File: src/hw/rtl/lsh_pkg.sv
// lsh_pkg: shared types and constants for the latency statistics histogram table
// no dependencies
package lsh_pkg;

  localparam int unsigned SlotW    = 10;
  localparam int unsigned Slots    = 1024;
  localparam int unsigned Buckets  = 33;
  localparam int unsigned BktW     = 6;
  localparam int unsigned BktAddrW = 16;

  typedef enum logic [2:0] {
    CMD_SPAN  = 3'd0,
    CMD_ADD   = 3'd1,
    CMD_SET   = 3'd2,
    CMD_MARK  = 3'd3,
    CMD_DONE  = 3'd4,
    CMD_READS = 3'd5,
    CMD_READH = 3'd6,
    CMD_NONE  = 3'd7
  } cmd_e;

  localparam logic [1:0] KIND_GAUGE  = 2'd1;
  localparam logic [1:0] KIND_VALUES = 2'd2;

  typedef struct packed {
    logic [2:0]       command;
    logic [SlotW-1:0] slot;
    logic [31:0]      sample;
    logic [63:0]      now_time;
  } in_t;

  typedef struct packed {
    logic [1:0]  kind;
    logic [63:0] count;
    logic [63:0] total;
    logic [31:0] maximum;
    logic [31:0] latest;
    logic [5:0]  bucket_index;
    logic [63:0] bucket_count;
    logic [31:0] span_end;
    logic        last_of_run;
  } out_t;

  typedef struct packed {
    logic [63:0] count;
    logic [63:0] total;
    logic [31:0] maximum;
    logic [31:0] latest;
    logic [1:0]  kind;
    logic        mark_valid;
    logic [63:0] mark_time;
  } slot_t;

endpackage

File: src/hw/rtl/lsh_bitlen.sv
// lsh_bitlen: bit length of a 32-bit value, capped to the top bucket
// depends on lsh_pkg
module lsh_bitlen (
  input  logic [31:0] value_i,
  output logic [5:0]  len_o
);
  always_comb begin
    len_o = '0;
    for (int k = 0; k < 32; k++) begin
      if (value_i[k]) len_o = 6'(k + 1);
    end
    if (len_o > 6'(lsh_pkg::Buckets - 1)) len_o = 6'(lsh_pkg::Buckets - 1);
  end
endmodule
File: config.mk
export PLATFORM = sky130hd
export DESIGN_NAME = lsh_bitlen
export DESIGN_NICKNAME = d
export VERILOG_FILES = /design/src/hw/rtl/lsh_pkg.sv /design/src/hw/rtl/lsh_bitlen.sv
export SDC_FILE = /design/constraint.sdc
export NUM_CORES = 1
export LEC_CHECK = 0
export BUFFER_PORTS_ARGS = -buffer_cell sky130_fd_sc_hd__buf_2
export CAP_MARGIN = 20
export CELL_PAD_IN_SITES_DETAIL_PLACEMENT = 1
export CELL_PAD_IN_SITES_GLOBAL_PLACEMENT = 2
export CORE_MARGIN = 1.5
export CORE_UTILIZATION = 13
export DETAILED_ROUTE_END_ITERATION = 10
export PLACE_DENSITY_LB_ADDON = 0.1
export SLEW_MARGIN = 20
export SYNTH_ARGS = -nofsm -noshare
export SYNTH_HDL_FRONTEND = slang
export SYNTH_SLANG_ARGS = --single-unit
File: constraint.sdc
create_clock -name vclk -period 1
set_input_delay 0.05 -clock vclk [all_inputs]
set_output_delay 0.05 -clock vclk [all_outputs]
set_load 0.02 [all_outputs]
==> key figures <==
Logic synthesis
  • Register area share after synthesis: 0
  • Synth Cell Area: roughly 340 sq um
  • XOR/XNOR Fraction of Synth Area: 0
  • Adder-Cell Fraction of Synth Area: 0
  • Avg Cell Area, Syn: between 5 and 6 sq um
  • Yosys synthesis warning count: 0
  • Post-synthesis compound-gate area fraction: 0.470
  • Syn Inst Count: 60
  • Synthesized Nets: 92
  • Mux contribution to synthesized area: 0
  • Largest family of logic cells by synthesized area: compound AO/OA/AOI/OAI gates
  • Post-Synth Simple-Gate Area: 0.451
  • Synth unique cells: 26

Power
  • Share of power burned in registers: 0
  • PD cells: 367 nW/um^2
  • NetSw: roughly 150 uW
  • LEAKAGE: 0.000397 uW
  • Combinational share of power: 1.000
  • Switching share of power: 0.461
  • Worst vdd ir: ~0.13 mV
  • Clock network fraction of design power: 0
  • Cell internal pwr: between 150 and 200 uW
  • Power Total: around 330 uW

STA
  • Post-route setup slack: -0.320 ns
  • Pins Over Slew Limit: 0
  • Post-route minimum period: approximately 1.3 ns
  • Hold Fails Final Rpt: 0
  • Unrepaired setup endpoints after global routing: yes
  • Fmax: 758 MHz
  • Final hold slack: ~0.41 ns
  • Rel. slew slack: 0.761
  • Period utilization: 1.32
  • Final setup viols: 5
  • Worst-Margin Slew: approximately 0.35 ns

Layout
  • Sequential Area: 0 sq um
  • Fin nets: 150
  • Clock buffer cells: 0
  • Final non-filler cell area: about 910 sq um
  • Antenna cells: 0
  • Most frequent cells in the layout: buf_2, buf_4, buf_6
  • Filler cells: approximately 320
  • Layout area overhead: 171%
  • Final core occ: 0.371
  • Share of layout cells above drive strength 1: 0.690
  • Sequential cell count: 0
  • Leading cell type in the layout, fill and taps excluded: buf_2

Worst setup path
  • Arr. time, crit path: approximately 1.3 ns
  • Crit Path Max Fanout: 2
  • Worst EP required: 0.95 ns
  • Crit path buffers/inverters: 2
  • Top Family by Delay on Critical Path: simple AND/OR/NAND/NOR gates
  • WS Path Type: in -> out
  • Cell chain of the critical path: buf_6, or4_4, nor2_4, o21ba_4, o21ai_2, a31oi_2, buf_4
  • CP Launch Point: value_i[7]
  • Worst path max stage delay: 0.54 ns
  • Critical Path Source Type: input pin
  • Endpoint class of the critical path: output port
  • CP max stage cell: or4_4

Drt
  • Wirelength per Cell: approximately 12 um
  • First-pass DRT Iterations: 4
  • Via count: about 660
  • DR vias/cell: about 4.5
  • DRC viols: 0
  • Number of DRC markers in iteration 0: 7
  • Antenna Violating Nets Remaining: 0
  • Drt total wl: roughly 1.8 mm

Min path
  • Hold crit path type: in -> out
  • Hold_sp: value_i[29]

Clocking
  • CTS Hold Bufs: 0

Global route
  • Vias in the first global route: approximately 680
  • Total gr overflow: 0
  • First-pass GRT wire length: approximately 2.7 mm
  • Largest net degree at the start of global routing: 7
  • Tot GR Track Use: 0.120
  • Initial antenna violation count: 0

Run
  • Number of max-cap violations: 0

Floorplanning
  • Die X: ~54 um
  • Total die area: just under 3000 sq um
  • CORE AREA: ~2500 sq um
  • I/O pins: 38
  • Site Rows: 18
  • Chip height: ~54 um
  • Initial core utilization: 0.137

Placement
  • Hpwl dp: between 1 and 1.5 mm
  • I/O Buffers: 38
  • Global placement routability congestion: roughly 0.66
  • DP Worst Slack: -0.370 ns
  • Placed cell area: a little over 700 sq um

Run status
  • Status: finished with violations
  • Failing checks: negative setup slack
==> worst min-delay path: cells and delay by family <==
family / cells / cell delay (ns)
buffers and inverters: 2 / 0.25
AO/OA/AOI/OAI: 1 / 0.06
==> layout make-up <==
cell class                 count  area, sq um  area share
inverter                       6         22.5      0.0248
multi-input combinational     53          445       0.490
tap                           30         37.5      0.0413
timing repair buffer          57          404       0.444
==> synth_stat cells <==
library cell   n  area share
or3_1          1       0.019
o21ai_0        3       0.045
or4b_2         1       0.030
o21ba_1        1       0.030
o31a_1         1       0.026
o2111ai_1      1       0.026
a2111oi_0      2       0.052
nor3b_1        1       0.022
o21a_1         1       0.022
nor3_1         6       0.090
o21bai_1       1       0.022
nor2_1        11        0.12
or2_2          1       0.019
o31ai_1        2       0.045
o21ai_1        1       0.015
clkbuf_1       1       0.011
nand2_1        2       0.022
nor2b_1        1       0.019
inv_1          6       0.067
o211ai_1       1       0.022
or4_4          1       0.034
and3_1         1       0.019
a221oi_1       1       0.026
a31oi_1        1       0.019
nor4_1         3       0.056
a21oi_1        8        0.12
==> metal layers <==
layer	track usage	vias to the layer above	wire length (um)
met2	0.246	24	902
met5	0	-	0
met1	0.145	298	763
met4	0	0	0
met3	0	0	91
li1	-	342	-
==> cells by family (layout without fill, tap and decap cells) <==
kind of cell           count (synthesis)  in the layout
AOI/OAI and AO/OA                     24             24
buffers and inverters                  7             63
and+or+nand+nor                       29             29
==> repair_timing <==
item	CTS	global route
pin swaps	5	3
setup endpoints to repair	5	5
gates resized for setup	23	16
setup buffers	0	2
==> power by group through the flow <==
| stage | combinational, uW | clock, uW | sequential (uW) |
|---|---|---|---|
| 5_1_grt | 363 | 0 | 0 |
| 2_1_floorplan | 93.5 | 0 | 0 |
| 4_1_cts | 308 | 0 | 0 |
| 3_3_place_gp | 262 | 0 | 0 |
| 3_5_place_dp | 263 | 0 | 0 |
| 6_report | 334 | 0 | 0 |
==> path summary, 6_finish.rpt <==
path	cells after the start	endpoint	slack, ns
min	3	len_o[0]	0.41
max	7	len_o[2]	-0.32
==> per-stage QoR <==
stage / std cells / setup TNS, ns
final: 146 / -1.22
after global routing: 146 / -1.56
after CTS: 144 / -1.37
after detailed placement: 144 / -1.68
after global placement: 144 / -1.62
after floorplan: 60 / -0.369
Power figures use the tool's default switching activity.
